--- src/hdl/slbc_pkg.sv ---
// Shared types and constants for the status LED blink-code sequencer.
`default_nettype none
package slbc_pkg;

  typedef enum logic [1:0] {
    OP_TICK  = 2'd0,
    OP_CODE  = 2'd1,
    OP_PANEL = 2'd2,
    OP_NOP   = 2'd3
  } op_t;

  // Debug sequencer uses all four; panel sequencer uses idle, on-next, off-next.
  typedef enum logic [1:0] {
    PH_IDLE  = 2'd0,
    PH_ON    = 2'd1,
    PH_OFF   = 2'd2,
    PH_PAUSE = 2'd3
  } phase_t;

  typedef enum logic [2:0] {
    CFG_PRESCALE = 3'd0,
    CFG_STEP     = 3'd1,
    CFG_ON       = 3'd2,
    CFG_OFF      = 3'd3,
    CFG_PAUSE    = 3'd4
  } cfg_idx_t;

  localparam int CFG_IDX_W  = 3;
  localparam int CFG_DATA_W = 16;
  localparam int BLINK_W    = 9;

  localparam logic [7:0]  PRESCALE_RST = 8'hA4;
  localparam logic [7:0]  PRESCALE_CAP = 8'd254;
  localparam logic [15:0] STEP_RST     = 16'd100;
  localparam logic [7:0]  ON_RST       = 8'd18;
  localparam logic [7:0]  OFF_RST      = 8'd18;
  localparam logic [7:0]  PAUSE_RST    = 8'd80;
  localparam logic [BLINK_W-1:0] BLINK_MAX = '1;

  typedef struct packed {
    logic        debug_led;
    logic        panel_led;
    logic [31:0] elapsed_us;
    logic [7:0]  current_code;
  } res_t;

endpackage
`default_nettype wire

--- src/hdl/status_led_blink_code_sequencer.sv ---
// Status LED blink-code sequencer: tick/command words in, LED levels and time out.
//
//  channel | direction | handshake          | payload
//  in_     | input     | in_valid/in_stall  | in_op, in_new_code, in_lit_time, in_dark_time
//  out_    | output    | out_valid/out_stall| out_debug_led, out_panel_led,
//          |           |                    | out_elapsed_us, out_current_code
//  cfg_    | input     | cfg_we             | cfg_index, cfg_data
//
// One word per cycle while in_stall is low: state is updated in the accepting cycle
// and its result word is registered.
// A two-entry output stage (result register plus skid register) absorbs out_stall;
// in_stall rises only when both hold a word. Synchronous active-low reset
// restores the register defaults and the idle sequencer state, panel LED lit.
`default_nettype none
module status_led_blink_code_sequencer #(
  parameter int TIME_WIDTH = 32
) (
  input  wire logic                           clk,
  input  wire logic                           rst_n,
  input  wire logic                           in_valid,
  output logic                                in_stall,
  input  wire logic [1:0]                     in_op,
  input  wire logic [7:0]                     in_new_code,
  input  wire logic [7:0]                     in_lit_time,
  input  wire logic [7:0]                     in_dark_time,
  output logic                                out_valid,
  input  wire logic                           out_stall,
  output logic                                out_debug_led,
  output logic                                out_panel_led,
  output logic [31:0]                         out_elapsed_us,
  output logic [7:0]                          out_current_code,
  input  wire logic                           cfg_we,
  input  wire logic [slbc_pkg::CFG_IDX_W-1:0] cfg_index,
  input  wire logic [slbc_pkg::CFG_DATA_W-1:0] cfg_data
);
  import slbc_pkg::*;

  // configuration
  logic [7:0]  prescale_limit_r, code_on_ticks_r, code_off_ticks_r, code_pause_ticks_r;
  logic [15:0] time_step_r;

  always_ff @(posedge clk) begin
    if (!rst_n) begin
      prescale_limit_r   <= PRESCALE_RST;
      time_step_r        <= STEP_RST;
      code_on_ticks_r    <= ON_RST;
      code_off_ticks_r   <= OFF_RST;
      code_pause_ticks_r <= PAUSE_RST;
    end else if (cfg_we) begin
      unique case (cfg_idx_t'(cfg_index))
        CFG_PRESCALE: prescale_limit_r   <= cfg_data[7:0];
        CFG_STEP:     time_step_r        <= cfg_data;
        CFG_ON:       code_on_ticks_r    <= cfg_data[7:0];
        CFG_OFF:      code_off_ticks_r   <= cfg_data[7:0];
        CFG_PAUSE:    code_pause_ticks_r <= cfg_data[7:0];
        default: ;
      endcase
    end
  end

  // sequencer state
  logic [7:0]            prescale_count_r, prescale_count_nxt;
  phase_t                code_phase_r, code_phase_nxt;
  logic [7:0]            code_wait_r, code_wait_nxt;
  logic [BLINK_W-1:0]    blinks_done_r, blinks_done_nxt;
  logic [7:0]            code_value_r, code_value_nxt;
  logic                  debug_level_r, debug_level_nxt;
  phase_t                panel_phase_r, panel_phase_nxt;
  logic [7:0]            panel_wait_r, panel_wait_nxt;
  logic [7:0]            panel_on_len_r, panel_on_len_nxt;
  logic [7:0]            panel_off_len_r, panel_off_len_nxt;
  logic                  panel_level_r, panel_level_nxt;
  logic [TIME_WIDTH-1:0] time_count_r, time_count_nxt;

  logic       in_fire;
  op_t        op;
  logic [7:0] lim;
  logic       seq_step;
  logic       code_go;
  logic       panel_go;
  logic       code_done;

  assign in_fire   = in_valid && !in_stall;
  assign op        = op_t'(in_op);
  assign lim       = (prescale_limit_r > PRESCALE_CAP) ? PRESCALE_CAP : prescale_limit_r;
  assign seq_step  = in_fire && (op == OP_TICK) && (prescale_count_r > lim);
  assign code_go   = seq_step && (code_wait_r == 8'd0);
  assign panel_go  = seq_step && (panel_wait_r == 8'd0);
  assign code_done = blinks_done_r >= {1'b0, code_value_r};

  always_comb begin
    prescale_count_nxt = prescale_count_r;
    time_count_nxt     = time_count_r;
    if (in_fire && (op == OP_TICK)) begin
      time_count_nxt     = time_count_r + TIME_WIDTH'(time_step_r);
      prescale_count_nxt = seq_step ? 8'd0 : prescale_count_r + 8'd1;
    end
  end

  // debug sequencer: next phase
  always_comb begin
    code_phase_nxt = code_phase_r;
    if (code_go) begin
      unique case (code_phase_r)
        PH_ON:    code_phase_nxt = PH_OFF;
        PH_OFF:   code_phase_nxt = code_done ? PH_PAUSE : PH_ON;
        PH_PAUSE: code_phase_nxt = PH_ON;
        PH_IDLE:  code_phase_nxt = PH_IDLE;
      endcase
    end else if (in_fire && (op == OP_CODE)) begin
      priority if (in_new_code == 8'd0) code_phase_nxt = PH_IDLE;
      else if (in_new_code != code_value_r) code_phase_nxt = PH_OFF;
      else code_phase_nxt = code_phase_r;
    end
  end

  // debug sequencer: counters and level
  always_comb begin
    code_wait_nxt   = code_wait_r;
    blinks_done_nxt = blinks_done_r;
    debug_level_nxt = debug_level_r;
    code_value_nxt  = code_value_r;
    if (seq_step && (code_wait_r != 8'd0)) begin
      code_wait_nxt = code_wait_r - 8'd1;
    end else if (code_go) begin
      unique case (code_phase_r)
        PH_ON: begin
          if (blinks_done_r != BLINK_MAX) blinks_done_nxt = blinks_done_r + 1'b1;
          code_wait_nxt   = code_off_ticks_r;
          debug_level_nxt = 1'b0;
        end
        PH_OFF: begin
          if (code_done) begin
            code_wait_nxt = code_pause_ticks_r;
          end else begin
            code_wait_nxt   = code_on_ticks_r;
            debug_level_nxt = 1'b1;
          end
        end
        PH_PAUSE: begin
          blinks_done_nxt = '0;
          code_wait_nxt   = code_on_ticks_r;
          debug_level_nxt = 1'b1;
        end
        PH_IDLE: ;
      endcase
    end else if (in_fire && (op == OP_CODE)) begin
      code_value_nxt = in_new_code;
      if (in_new_code == 8'd0) debug_level_nxt = 1'b0;
    end
  end

  // panel sequencer: next phase
  always_comb begin
    panel_phase_nxt = panel_phase_r;
    if (panel_go) begin
      unique case (panel_phase_r)
        PH_ON:   panel_phase_nxt = PH_OFF;
        PH_OFF:  panel_phase_nxt = PH_ON;
        default: panel_phase_nxt = panel_phase_r;
      endcase
    end else if (in_fire && (op == OP_PANEL)) begin
      priority if ((in_dark_time == 8'd0) || (in_lit_time == 8'd0)) panel_phase_nxt = PH_IDLE;
      else panel_phase_nxt = PH_ON;
    end
  end

  // panel sequencer: counters and level
  always_comb begin
    panel_wait_nxt    = panel_wait_r;
    panel_level_nxt   = panel_level_r;
    panel_on_len_nxt  = panel_on_len_r;
    panel_off_len_nxt = panel_off_len_r;
    if (seq_step && (panel_wait_r != 8'd0)) begin
      panel_wait_nxt = panel_wait_r - 8'd1;
    end else if (panel_go) begin
      unique case (panel_phase_r)
        PH_ON: begin
          panel_wait_nxt  = panel_on_len_r;
          panel_level_nxt = 1'b1;
        end
        PH_OFF: begin
          panel_wait_nxt  = panel_off_len_r;
          panel_level_nxt = 1'b0;
        end
        default: ;
      endcase
    end else if (in_fire && (op == OP_PANEL)) begin
      priority if (in_dark_time == 8'd0) begin
        panel_level_nxt = 1'b1;
      end else if (in_lit_time == 8'd0) begin
        panel_level_nxt = 1'b0;
      end else begin
        panel_on_len_nxt  = in_lit_time;
        panel_off_len_nxt = in_dark_time;
      end
    end
  end

  always_ff @(posedge clk) begin
    if (!rst_n) begin
      prescale_count_r <= 8'd0;
      code_phase_r     <= PH_IDLE;
      code_wait_r      <= 8'd0;
      blinks_done_r    <= '0;
      code_value_r     <= 8'd0;
      debug_level_r    <= 1'b0;
      panel_phase_r    <= PH_IDLE;
      panel_wait_r     <= 8'd0;
      panel_on_len_r   <= 8'd0;
      panel_off_len_r  <= 8'd0;
      panel_level_r    <= 1'b1;
      time_count_r     <= '0;
    end else begin
      prescale_count_r <= prescale_count_nxt;
      code_phase_r     <= code_phase_nxt;
      code_wait_r      <= code_wait_nxt;
      blinks_done_r    <= blinks_done_nxt;
      code_value_r     <= code_value_nxt;
      debug_level_r    <= debug_level_nxt;
      panel_phase_r    <= panel_phase_nxt;
      panel_wait_r     <= panel_wait_nxt;
      panel_on_len_r   <= panel_on_len_nxt;
      panel_off_len_r  <= panel_off_len_nxt;
      panel_level_r    <= panel_level_nxt;
      time_count_r     <= time_count_nxt;
    end
  end

  // result word and two-entry output stage
  logic [TIME_WIDTH+31:0] time_ext;
  res_t res;
  res_t out_word_r, skid_word_r;
  logic out_valid_r, skid_valid_r;
  logic out_fire;

  assign time_ext = {32'd0, time_count_nxt};
  assign res = '{debug_led:    debug_level_nxt,
                 panel_led:    panel_level_nxt,
                 elapsed_us:   time_ext[31:0],
                 current_code: code_value_nxt};

  assign out_fire = out_valid_r && !out_stall;
  assign in_stall = skid_valid_r;

  always_ff @(posedge clk) begin
    if (!rst_n) begin
      out_valid_r  <= 1'b0;
      skid_valid_r <= 1'b0;
    end else if (skid_valid_r) begin
      if (out_fire) begin
        out_valid_r  <= 1'b1;
        skid_valid_r <= 1'b0;
      end
    end else if (in_fire) begin
      if (out_valid_r && !out_fire) skid_valid_r <= 1'b1;
      else out_valid_r <= 1'b1;
    end else if (out_fire) begin
      out_valid_r <= 1'b0;
    end
  end

  always_ff @(posedge clk) begin
    if (skid_valid_r) begin
      if (out_fire) out_word_r <= skid_word_r;
    end else if (in_fire) begin
      if (out_valid_r && !out_fire) skid_word_r <= res;
      else out_word_r <= res;
    end
  end

  assign out_valid        = out_valid_r;
  assign out_debug_led    = out_word_r.debug_led;
  assign out_panel_led    = out_word_r.panel_led;
  assign out_elapsed_us   = out_word_r.elapsed_us;
  assign out_current_code = out_word_r.current_code;

`ifndef SYNTH
  a_skid_needs_out: assert property (@(posedge clk) disable iff (!rst_n)
    skid_valid_r |-> out_valid_r)
    else $error("skid word held without a result word");

  a_skid_drain: assert property (@(posedge clk) disable iff (!rst_n)
    (skid_valid_r && out_fire) |=> (out_valid_r && !skid_valid_r))
    else $error("skid word not moved to result register");

  a_code_stop: assert property (@(posedge clk) disable iff (!rst_n)
    (in_fire && (op == OP_CODE) && (in_new_code == 8'd0))
      |=> ((code_phase_r == PH_IDLE) && !debug_level_r && (code_value_r == 8'd0)))
    else $error("code zero did not stop debug sequencer");
`endif

endmodule
`default_nettype wire
--- config.mk ---
export PLATFORM = sky130hd
export DESIGN_NAME = status_led_blink_code_sequencer
export DESIGN_NICKNAME = d
export VERILOG_FILES = /design/src/hdl/slbc_pkg.sv /design/src/hdl/status_led_blink_code_sequencer.sv
export SDC_FILE = /design/constraint.sdc
export NUM_CORES = 1
export LEC_CHECK = 0
export BUFFER_PORTS_ARGS = -buffer_cell sky130_fd_sc_hd__buf_4
export CAP_MARGIN = 0
export CORE_MARGIN = 2
export CORE_UTILIZATION = 37
export CTS_CLUSTER_SIZE = 28
export DETAILED_ROUTE_END_ITERATION = 16
export GPL_TIMING_DRIVEN = 0
export PLACE_DENSITY = 0.66
export SYNTH_ARGS = -nofsm -noshare
export SYNTH_HDL_FRONTEND = slang
export SYNTH_SLANG_ARGS = --single-unit
--- constraint.sdc ---
create_clock -name clk -period 4.9 [get_ports clk]
set_input_delay 0.735 -clock clk [delete_from_list [all_inputs] [get_ports clk]]
set_output_delay 0.735 -clock clk [all_outputs]
set_load 0.01 [all_outputs]
# Yosys cells after proc, flatten, opt, wreduce, memory -nomap -nowiden
# Index checks and enable logic that the tools add are counted.
[op_classes] mux=50 n_reduce_logical=49 eq_ne=18 bitwise=6 n_addsub=5 n_lt_le_gt_ge=3
[ops] op="$mux W42" count=4
[ops] op="$mux W8" count=10
[ops] op="$logic_not A8 Y1" count=5
[ops] op="$add A32 B16 Y32" count=1
[ops] op="$mux W32" count=1
[ops] op="$pmux W8 S3" count=1
[ops] op="$mux W1" count=20
[ops] op="$pmux W9 S2" count=1
[ops] op="$reduce_and A2 Y1" count=9
[ops] op="$pmux W8 S2" count=1
[ops] op="$reduce_bool A8 Y1" count=2
[ops] op="$sub A8 B1 Y8 const B" count=2
[ops] op="$mux W2" count=7
[ops] op="$reduce_bool A2 Y1" count=7
[ops] op="$logic_and A1 B1 Y1" count=11
[ops] op="$add A9 B1 Y9 const B" count=1
[ops] op="$ge A9 B8 Y1" count=1
[ops] op="$mux W9" count=1
[ops] op="$ne A9 B9 Y1 const B" count=1
[ops] op="$reduce_and A3 Y1" count=3
[ops] op="$add A8 B1 Y8 const B" count=1
[ops] op="$eq A2 B2 Y1 const B" count=4
[ops] op="$gt A8 B8 Y1" count=1
[ops] op="$gt A8 B8 Y1 const B" count=1
[ops] op="other kinds (22)" count=35
[totals] out_inout_bits=44 elab_cells=158 register_bits=229 inputBits=50

# Longest topological paths before layout
# Gate-level depths: netlist of the first run.
[logic_depth] word_depth=10 ltp_mapped=11 mapped_depth_nobuf=10

# Worst setup path after synthesis of the first run
# Ideal clock, no wire load.
[synth_path] path_kind="input -> register" startpoint="input in_valid" endpoint="register out_word_r, in the netlist out_current_code[0] (enable)" path_buffers=0 arrival_ns=3.914 path_stages=2 required_ns=4.394 setup_slack_ns=0.480 path_cell_list="nand2b_1 > a21boi_0"
[synth_between] elab_chain_cells=3
[synth_rtl] item="from (decl)" line="status_led_blink_code_sequencer.sv:20" source="input wire logic in_valid,"
[synth_rtl] item="$logic_and A1 B1 Y1" line="status_led_blink_code_sequencer.sv:83" source="assign in_fire = in_valid && !in_stall;"
[synth_rtl] item="$reduce_bool A2 Y1 (no line)"
[synth_rtl] item="$reduce_and A3 Y1 (no line)"
[synth_rtl] item="to (signal assigned)" line="status_led_blink_code_sequencer.sv:265" source="if (out_fire) out_word_r <= skid_word_r;"
[synth_rtl] item="to (signal assigned)" line="status_led_blink_code_sequencer.sv:268" source="else out_word_r <= res;"
[synth_rtl] item="to (decl)" line="status_led_blink_code_sequencer.sv:233" source="res_t out_word_r, skid_word_r;"
# No other way between the ends.
# A chain may end at the register's enable or synchronous reset.

# Worst setup path after layout of the first run
[layout_path] startpoint="register time_step_r[0]" endpoint="register out_word_r, in the netlist out_elapsed_us[28] (data pin)"
[layout_between] elab_chain_cells=5
[layout_rtl] item="from (decl)" line="status_led_blink_code_sequencer.sv:40" source="logic [15:0] time_step_r;"
[layout_rtl] item="from (signal assigned)" line="status_led_blink_code_sequencer.sv:52" source="CFG_STEP: time_step_r <= cfg_data;"
[layout_rtl] item="$add A32 B16 Y32" line="status_led_blink_code_sequencer.sv:95" source="time_count_nxt = time_count_r + TIME_WIDTH'(time_step_r);"
[layout_rtl] item="$mux W32" line="status_led_blink_code_sequencer.sv:94" source="if (in_fire && (op == OP_TICK)) begin"
[layout_rtl] item="named net time_count_nxt[28]" line="status_led_blink_code_sequencer.sv:73" source="logic [TIME_WIDTH-1:0] time_count_r, time_count_nxt;"
[layout_rtl] item="$mux W42" line="status_led_blink_code_sequencer.sv:267" source="if (out_valid_r && !out_fire) skid_word_r <= res;"
[layout_rtl] item="$mux W42" line="status_led_blink_code_sequencer.sv:266" source="end else if (in_fire) begin"
[layout_rtl] item="$mux W42" line="status_led_blink_code_sequencer.sv:264" source="if (skid_valid_r) begin"
# The timed path passes the listed nets, and every way through them passes these cells. The select of a mux whose other input is x is not followed.

==> flow_summary.ini, run 1 <==
[floorplanning]
start_util_pct = 37.5
core_um2 = 28700
die_w_um = 175
rows = 62
dieHeight_um = 175
ioPinCount = 94
dieArea_um2 = 30500

[timing]
rsz0062_at_grt = false
skew_ps = 7.40
fmax_mhz = 286
whs_ps = 451
slew_violations = 0
worst_slew_pin_slew_ps = 1120
period_share_pct = 71.4
max-slew-margin-rel_pct = 24.8
finalSetupViolCount = 0
hold_viol = 0
min_period_ps = 3500
tns_ps = 0

[logic_synthesis]
yosysTopAreaCell = dfxtp_1
synth_xor_area_share_pct = 3.34
synth_edf_count = 84
synth_simple_gate_area_share_pct = 18.0
ys_warn_count = 0
synth_top_area_share_pct = 27.0
synthAdderAreaFrac_pct = 5.42
synth_nets = 1209
synthFlopType = dfxtp_1
yosys.cell_types.count = 65
synth_mux_area_share_pct = 6.00
netlist_instances = 1113
synth.cell_area_um2 = 10800
ys_seq_elements = 229
ys_seq_area_share_pct = 50.4
syn_avg_cell_area_um2 = 9.67
async_reset_ff_share_pct = 0
synth_compound_area_share_pct = 13.9
yosys-top-cells-area = dfxtp_1 27%, edfxtp_1 23%, nand2_1 6.1%
synth_top_family_by_area = simple AND/OR/NAND/NOR gates

[worst_hold_path]
hold_class = in -> reg
whs_path_depth = 3
hold_start = in_dark_time[6]
whs_endpoint = panel_off_len_r[6]

[global_routing]
grt_max_degree = 30
grt-busiest-layer = met2
grt_util_met3_pct = 3.55
grt_use_met2_pct = 26.0
grt_use_met1_pct = 24.2
grt_pass1_wl_um = 42500
grt_use_total_pct = 17.1
grt_pass1_vias = 8176
antenna_found_initial = 0
grt_overflow_total = 0

[finish]
drive_gt1_share_pct = 14.1
nNetsFinal = 1331
area_growth_syn_to_layout_pct = 19.0
instances_no_fill = 1638
fin_area_um2 = 12800
diodes = 0
utilization_pct = 44.6

[clocking]
cts.sinks = 229
cts.htree.levels = 1
insertion_delay_ps = 530
cts_buffers = 25
cts_root_buf = clkbuf_16
post_cts_resized = 0
cts_buffer_depth = 3
cts_tree = yes
cts_hold_buf = 0
cts.clk_slew.worst_paths_ps = 60
cts_setup_buffers = 0

[route]
first_pass_iters = 5
drt_wl_total_um = 26200
post-route-drc-count = 0
ant_nets = 0
routedWlPerCell_um = 16.0
via_count = 8627
drtIter0Drc = 619
viasPerCell = 5.27

[pwr]
peakVddDrop_mv = 0.193
p_leak_nw = 4.91
power_density_nw_per_um2 = 330

[setup_path]
worstSetupStartpointType = flop
cp.arrival_ps = 3770
worstReg2RegStart = time_step_r[0]
startpoint = time_step_r[0]
r2r-end = out_elapsed_us[28]
crit_chain = ha_1 -> inv_1 -> fa_1 -> nor2b_1 -> o31a_1 -> o21ai_0 -> a211oi_1 -> o211ai_1 -> xnor2_1 -> mux2_2
regToRegSetupSlack_ps = 1400
path_max_fanout = 8
r2r_cells = 10
path_class = reg -> reg
crit_slowest_cell = a211oi_1
cp-end-kind = flop
max_stage_delay_ps = 940
required_ps = 5180

[outcome]
status = finished clean

[job]
cap_violations = 0

[placed_design]
gp_congestion = 0.885
dp_hpwl_um = 19000
portBuffers = 93
placed_cells = 1592
placed_area_um2 = 12000
-- worst max-delay path, delay by kind of cell, from the launching register on --
kind                       cells  cell delay (ps)
xor gates and xnor gates       1              210
buffers and inverters          1               60
AOI/OAI and AO/OA              4             1570
adders and majority gates      2              610
muxes                          1              290
and+or+nand+nor                1              170
DFF                            1              340
-- Yosys cell counts (4+ instances only) --
| master | n |
|---|---|
| nand2_1 | 174 |
| buf_1 | 4 |
| ha_1 | 45 |
| nand3_1 | 33 |
| a31oi_1 | 16 |
| o21a_1 | 6 |
| a21o_1 | 6 |
| xnor2_1 | 22 |
| nand2b_1 | 6 |
| a21oi_1 | 88 |
| o21ai_0 | 51 |
| o21bai_1 | 4 |
| nor2b_1 | 8 |
| a211oi_1 | 7 |
| xor2_1 | 19 |
| nand4_1 | 13 |
| edfxtp_1 | 84 |
| a22oi_1 | 8 |
| nor4_1 | 11 |
| o31ai_1 | 7 |
| nor3b_1 | 4 |
| nand3b_1 | 4 |
| and2_1 | 36 |
| mux2_2 | 36 |
| dfxtp_1 | 145 |
| nor3_1 | 17 |
| or3_1 | 9 |
| inv_1 | 37 |
| mux2i_1 | 24 |
| clkbuf_1 | 42 |
| nor2_1 | 71 |
| o211ai_1 | 16 |
| and3_1 | 12 |
-- flip-flops by register name, indices dropped and copies added (netlist names), 2 cells and up --
name	cells
code_phase_r	2
panel_wait_r	8
prescale_limit_r	8
panel_on_len_r	8
panel_off_len_r	8
panel_phase_r	2
skid_word_r	42
out_elapsed_us	32
code_value_r	8
time_step_r	16
code_wait_r	8
code_pause_ticks_r	8
blinks_done_r	9
code_on_ticks_r	8
code_off_ticks_r	8
prescale_count_r	8
out_current_code	8
time_count_r	32
-- per-stage QoR --
stage | worst slack, ps | power, W
2_1_floorplan | 480 | 0.00227
3_3_place_gp | -820 | 0.00241
3_5_place_dp | 1060 | 0.00242
4_1_cts | 1420 | 0.00426
5_1_grt | 1060 | 0.00438
6_report | 1400 | 0.00422
-- cell usage in the layout, fill, tap and decap left out, drive strengths merged, types with 3 or more instances in the layout --
cell type and n:
a211oi 7, a21o 6, a21oi 88, a222oi 3, a22oi 8, a311o 3, a31oi 16, and2 36
and3 12, buf 99, clkbuf 73, clkinv 9, clkinvlp 4, dfxtp 145, edfxtp 84, ha 45
inv 38, mux2 36, mux2i 24, nand2 174, nand2b 6, nand3 33, nand3b 4, nand4 13
nor2 71, nor2b 8, nor3 17, nor3b 4, nor4 11, o211ai 16, o21a 6, o21ai 51
o21bai 4, o31a 3, o31ai 7, or3 9, or3b 4, xnor2 22, xor2 19
-- power breakdown --
| group | internal [W] | switching [W] | leakage [nW] | total, W |
|---|---|---|---|---|
| Clock | 0.00107 | 0.000769 | 0.385 | 0.00184 |
| Sequential | 0.00204 | 0.0000248 | 1.95 | 0.00206 |
| Combinational | 0.000137 | 0.000183 | 2.57 | 0.000320 |
| Total | 0.00325 | 0.000977 | 4.91 | 0.00422 |
-- worst max-delay path by stage --
stage                     cells after the start                  end
after detailed placement                      9        out_panel_led
after floorplan                               2  out_current_code[0]
after CTS                                    10   out_elapsed_us[16]
final                                        10   out_elapsed_us[28]
after global routing                         10   out_elapsed_us[16]
after global placement                        3    out_elapsed_us[2]
-- cells by family after synthesis --
group	after synthesis
adders and majority gates	46
DFF	229
xor gates and xnor gates	41
muxes	60
AOI/OAI and AO/OA	241
and+or+nand+nor	412
buffers and inverters	84
-- area by class of cell --
cell class                 instances  area [um^2]
tap                              384          480
fill                            2774        15900
timing repair buffer              95          746
clock buffer                      31          668
sequential                       229         5430
clock inverter                    15          135
buffer                            46          173
multi-input combinational        800         5040
inverter                          38          143
-- routing by layer --
layer	vias to the layer above	wire length (um)
met2	248	11200
met4	0	625
met1	4104	12700
li1	4235	-
met3	40	1750
met5	-	0
Note: power is estimated with default switching activity, not from simulation.
==> run 2: changes to the inputs <==
PLACE_DENSITY = 0.68   (was 0.66)
clock period = 3.2 ns   (was 4.9 ns; I/O delays follow)
==> flow_summary.ini, run 2 (synthesis gave the netlist of run 1 again) <==
[outcome]
status = finished clean

[clocking]
cts.clk_slew.worst_paths_ps = 60
cts.htree.levels = 1
cts_root_buf = clkbuf_16
cts.sinks = 229
insertion_delay_ps = 510
cts_tree = yes
cts_buffers = 23
cts_buffer_depth = 3
cts_hold_buf = 0

[timing]
finalSetupViolCount = 0
skew_ps = 12.4
fmax_mhz = 323
min_period_ps = 3100
rsz0062_at_grt = false
max-slew-margin-rel_pct = 38.5
worst_slack_ps = 104
period_share_pct = 96.7
tns_ps = 0
slew_violations = 0
worst_slew_pin_slew_ps = 923
hold_viol = 0

[global_routing]
grt_pass1_wl_um = 42100
grt_overflow_total = 0
grt_use_total_pct = 16.9
grt_pass1_vias = 8016
grt_max_degree = 30
antenna_found_initial = 0

[floorplanning]
ioPinCount = 94
dieArea_um2 = 30500
rows = 62
die_w_um = 175
core_um2 = 28700
dieHeight_um = 175
start_util_pct = 37.5

[pwr]
power_density_nw_per_um2 = 485
fin_total_pwr_w = 0.00620
peakVddDrop_mv = 0.334
p_leak_nw = 4.89

[route]
post-route-drc-count = 0
viasPerCell = 5.20
drtIter0Drc = 538
drt_wl_total_um = 26200
routedWlPerCell_um = 16.0
first_pass_iters = 7
via_count = 8502
ant_nets = 0

[job]
cap_violations = 0

[setup_path]
max_stage_delay_ps = 750
crit_chain = or4b_1 -> or3b_1 -> a21o_1 -> a211o_1 -> or3b_1 -> or3_1 -> a21oi_1
r2r-end = blinks_done_r[7]
r2r_cells = 7
path_max_fanout = 8
path_class = reg -> reg
crit_slowest_cell = or4b_1
worstSetupStartpointType = flop
path_buf_inv = 0
cp-end-kind = flop
cp.arrival_ps = 3530
required_ps = 3640
regToRegSetupSlack_ps = 100
cp_common_cell = or3b_1
cpLargestDelayFamily = simple AND/OR/NAND/NOR gates
worstReg2RegStart = in_stall

[placed_design]
place_ws_ps = -307
gp_congestion = 0.894
dp_hpwl_um = 18900
portBuffers = 93
placed_cells = 1592

[finish]
layout_common_cells = 174 x nand2_1, 145 x dfxtp_1, 95 x buf_4, 88 x a21oi_1, 84 x edfxtp_1
area_growth_syn_to_layout_pct = 18.6
largest_register_ffs = 42
diodes = 0
largest-register = skid_word_r
fill_cells = 2788
final_common_cell = nand2_1
drive_gt1_share_pct = 14.5
nNetsFinal = 1330
utilization_pct = 44.5
instances_no_fill = 1635

[worst_hold_path]
whs_path_depth = 3
hold_start = in_lit_time[0]
whs_endpoint = panel_on_len_r[0]
hold_class = in -> reg
## run 2: area by class of cell
class                      instances  area, um^2  share of cell area [%]
sequential                       229        5430                    42.5
multi-input combinational        800        5080                    39.8
timing repair buffer              97         753                    5.90
clock buffer                      32         659                    5.17
tap                              384         480                    3.76
buffer                            45         171                    1.34
inverter                          38         143                    1.12
clock inverter                    10        56.3                   0.441
## run 2: timing repair
action / in CTS / in global routing
pin swaps: 0 / 1
setup endpoints to repair: 22 / 37
gates resized for setup: 4 / 7
buffers inserted: 0 / 2
## run 2: through the flow
step | hold slack [ps] | cell area [um^2]
global placement | 442 | 11900
CTS | 196 | 12700
detailed placement | 447 | 12000
global route | 200 | 12800
floorplan | 436 | 10800
finish | 211 | 12800
## run 2: worst min-delay path, stage by stage
cell	delay, ps
buf_4	80
mux2i_1	50
nor2_1	70
## run 2: worst max path at each step
stage	from	endpoint	depth (start not counted)
detailed placement	in_op[1]	out_panel_led	9
floorplan	out_stall	out_current_code[0]	2
finish	in_stall	blinks_done_r[7]	7
global placement	out_stall	out_elapsed_us[3]	3
global route	time_step_r[0]	out_elapsed_us[22]	11
CTS	time_step_r[0]	out_elapsed_us[16]	10
## run 2: power by group
part	switching (W)	internal [W]	leakage, nW
combinational	0.000283	0.000209	2.59
clock	0.00111	0.00144	0.350
sequential	0.0000393	0.00312	1.95
total	0.00143	0.00477	4.89
## run 2: metal layers
layer | wire, um | track usage [%] | vias to the layer above
met5 | 0 | 0 | -
met4 | 467 | 4.27 | 0
met3 | 1440 | 2.76 | 32
met2 | 11400 | 26.0 | 210
met1 | 12900 | 24.7 | 4019
li1 | - | - | 4241
==> run 3: changes to the inputs <==
REMOVE_ABC_BUFFERS = 1   (was default)
==> flow_summary.ini, run 3 (synthesis gave the netlist of run 1 again) <==
[global_routing]
grt_max_degree = 65
grt_use_total_pct = 16.2
grt_overflow_total = 0
antenna_found_initial = 0
grt_pass1_vias = 8091
grt_pass1_wl_um = 40800

[finish]
layout_common_cells = 173 x nand2_1, 143 x dfxtp_1, 102 x buf_4, 86 x a21oi_1, 84 x edfxtp_1
largest_register_ffs = 42
area_growth_syn_to_layout_pct = 18.7
nNetsFinal = 1297
diodes = 0
largest-register = skid_word_r
utilization_pct = 44.5
final_common_cell = nand2_1
drive_gt1_share_pct = 17.0

[timing]
min_period_ps = 3090
slew_violations = 0
skew_ps = 16.9
finalSetupViolCount = 0
period_share_pct = 96.6
fmax_mhz = 323
hold_viol = 0
max-slew-margin-rel_pct = 30.7
worst_slew_pin_slew_ps = 1040

[clocking]
cts_hold_buf = 0
cts_buffers = 24
cts_tree = yes
cts_root_buf = clkbuf_16
cts.clk_slew.worst_paths_ps = 60
cts.htree.levels = 1
insertion_delay_ps = 520
cts.sinks = 229
cts_buffer_depth = 3

[setup_path]
cp_common_cell = nand4_1
path_max_fanout = 8
cp-end-kind = flop
crit_slowest_cell = or3b_4
required_ps = 3660
crit_chain = nand4_1 -> o41a_1 -> ha_1 -> nand4_1 -> or3b_1 -> a21o_1 -> a211o_4 -> or3b_4 -> or3_4 -> a21oi_2
path_class = reg -> reg
worstSetupStartpointType = flop
max_stage_delay_ps = 400
cp.arrival_ps = 3550

[floorplanning]
dieHeight_um = 175
rows = 62
dieArea_um2 = 30500
ioPinCount = 94
core_um2 = 28700
die_w_um = 175
start_util_pct = 37.5

[pwr]
power_density_nw_per_um2 = 488
peakVddDrop_mv = 0.411
pwr-share-clk_pct = 41.5
switchingPower_w = 0.00147
switching_share_pct = 23.7
seqPwrFrac_pct = 50.7
combPwrFrac_pct = 7.8
internal_power_w = 0.00476
fin_total_pwr_w = 0.00623
p_leak_nw = 4.90

[route]
routedWlPerCell_um = 15.6
post-route-drc-count = 0
drt_wl_total_um = 25000
first_pass_iters = 4
drtIter0Drc = 639
via_count = 8428
viasPerCell = 5.26
ant_nets = 0

[placed_design]
gp_congestion = 0.838
portBuffers = 93
dp_hpwl_um = 16800

[worst_hold_path]
hold_class = in -> reg

[outcome]
status = finished clean

[job]
cap_violations = 0
-- run 3: changes by cell type in the layout (fill, tap and decap cells not counted), sizes merged --
cell | previous run | this run
clkbuf | 73 | 31
clkinvlp | 2 | 5
buf | 101 | 107
or4b | 1 | 2
-- run 3: per-stage QoR --
stage / hold WS (ps) / cells / worst slack, ps / area, um^2 / TNS, ps
floorplan: 436 / 1067 / -1060 / 10600 / -44900
global placement: 442 / 1544 / -3140 / 11800 / -245240
detailed placement: 448 / 1549 / -955 / 11900 / -28780
CTS: 191 / 1597 / 6.46 / 12700 / 0
global route: 193 / 1603 / -17.8 / 12800 / -17.8
finish: 209 / 1603 / 108 / 12800 / 0
-- run 3: power by group through the flow --
stage	sequential, W	combinational [W]	clock [W]
after floorplan	0.00324	0.000216	0
after global routing	0.00317	0.000535	0.00276
after global placement	0.00323	0.000458	0
after CTS	0.00316	0.000490	0.00266
final	0.00316	0.000487	0.00259
after detailed placement	0.00322	0.000481	0
-- run 3: worst paths after layout --
path | start | endpoint | slack (ps) | cells after the start
worst min register to register | code_pause_ticks_r[2] | code_pause_ticks_r[2] | 450 | 2
worst min-delay path | cfg_data[14] | time_step_r[14] | 210 | 3
worst max register to register | prescale_limit_r[3] | blinks_done_r[7] | 110 | 10
worst max-delay path | prescale_limit_r[3] | blinks_done_r[7] | 110 | 10
-- run 3: worst max-delay path, delay by kind of cell (launching register included) --
family	cells	cell delay, ps
flops	1	380
compound gates	4	1070
simple gates	5	1300
fa+ha+maj	1	290
-- run 3: layer usage --
layer | track usage [%] | vias up | share of wire (%)
met1 | 21.3 | 4009 | 46
li1 | - | 4173 | -
met4 | 5.24 | 0 | 2.7
met2 | 27.2 | 212 | 46
met3 | 2.57 | 34 | 5.0
met5 | 0 | - | 0
-- run 3: cell type report --
type | instances | area, um^2
inverters | 38 | 146
clock inverters | 13 | 98.8
fillers | 2763 | 15900
well taps | 384 | 480
multi-input cells | 801 | 5130
flip-flops and latches | 229 | 5430
repair buffers | 107 | 856
clock buffers | 31 | 637
-- run 3: repair_timing --
item                                    4_1_cts  5_1_grt
setup buffers                                 3        6
gates cloned                                  1        0
endpoints found under the setup margin       79       26
gates resized for setup                       6       12
pin swaps                                     1        2
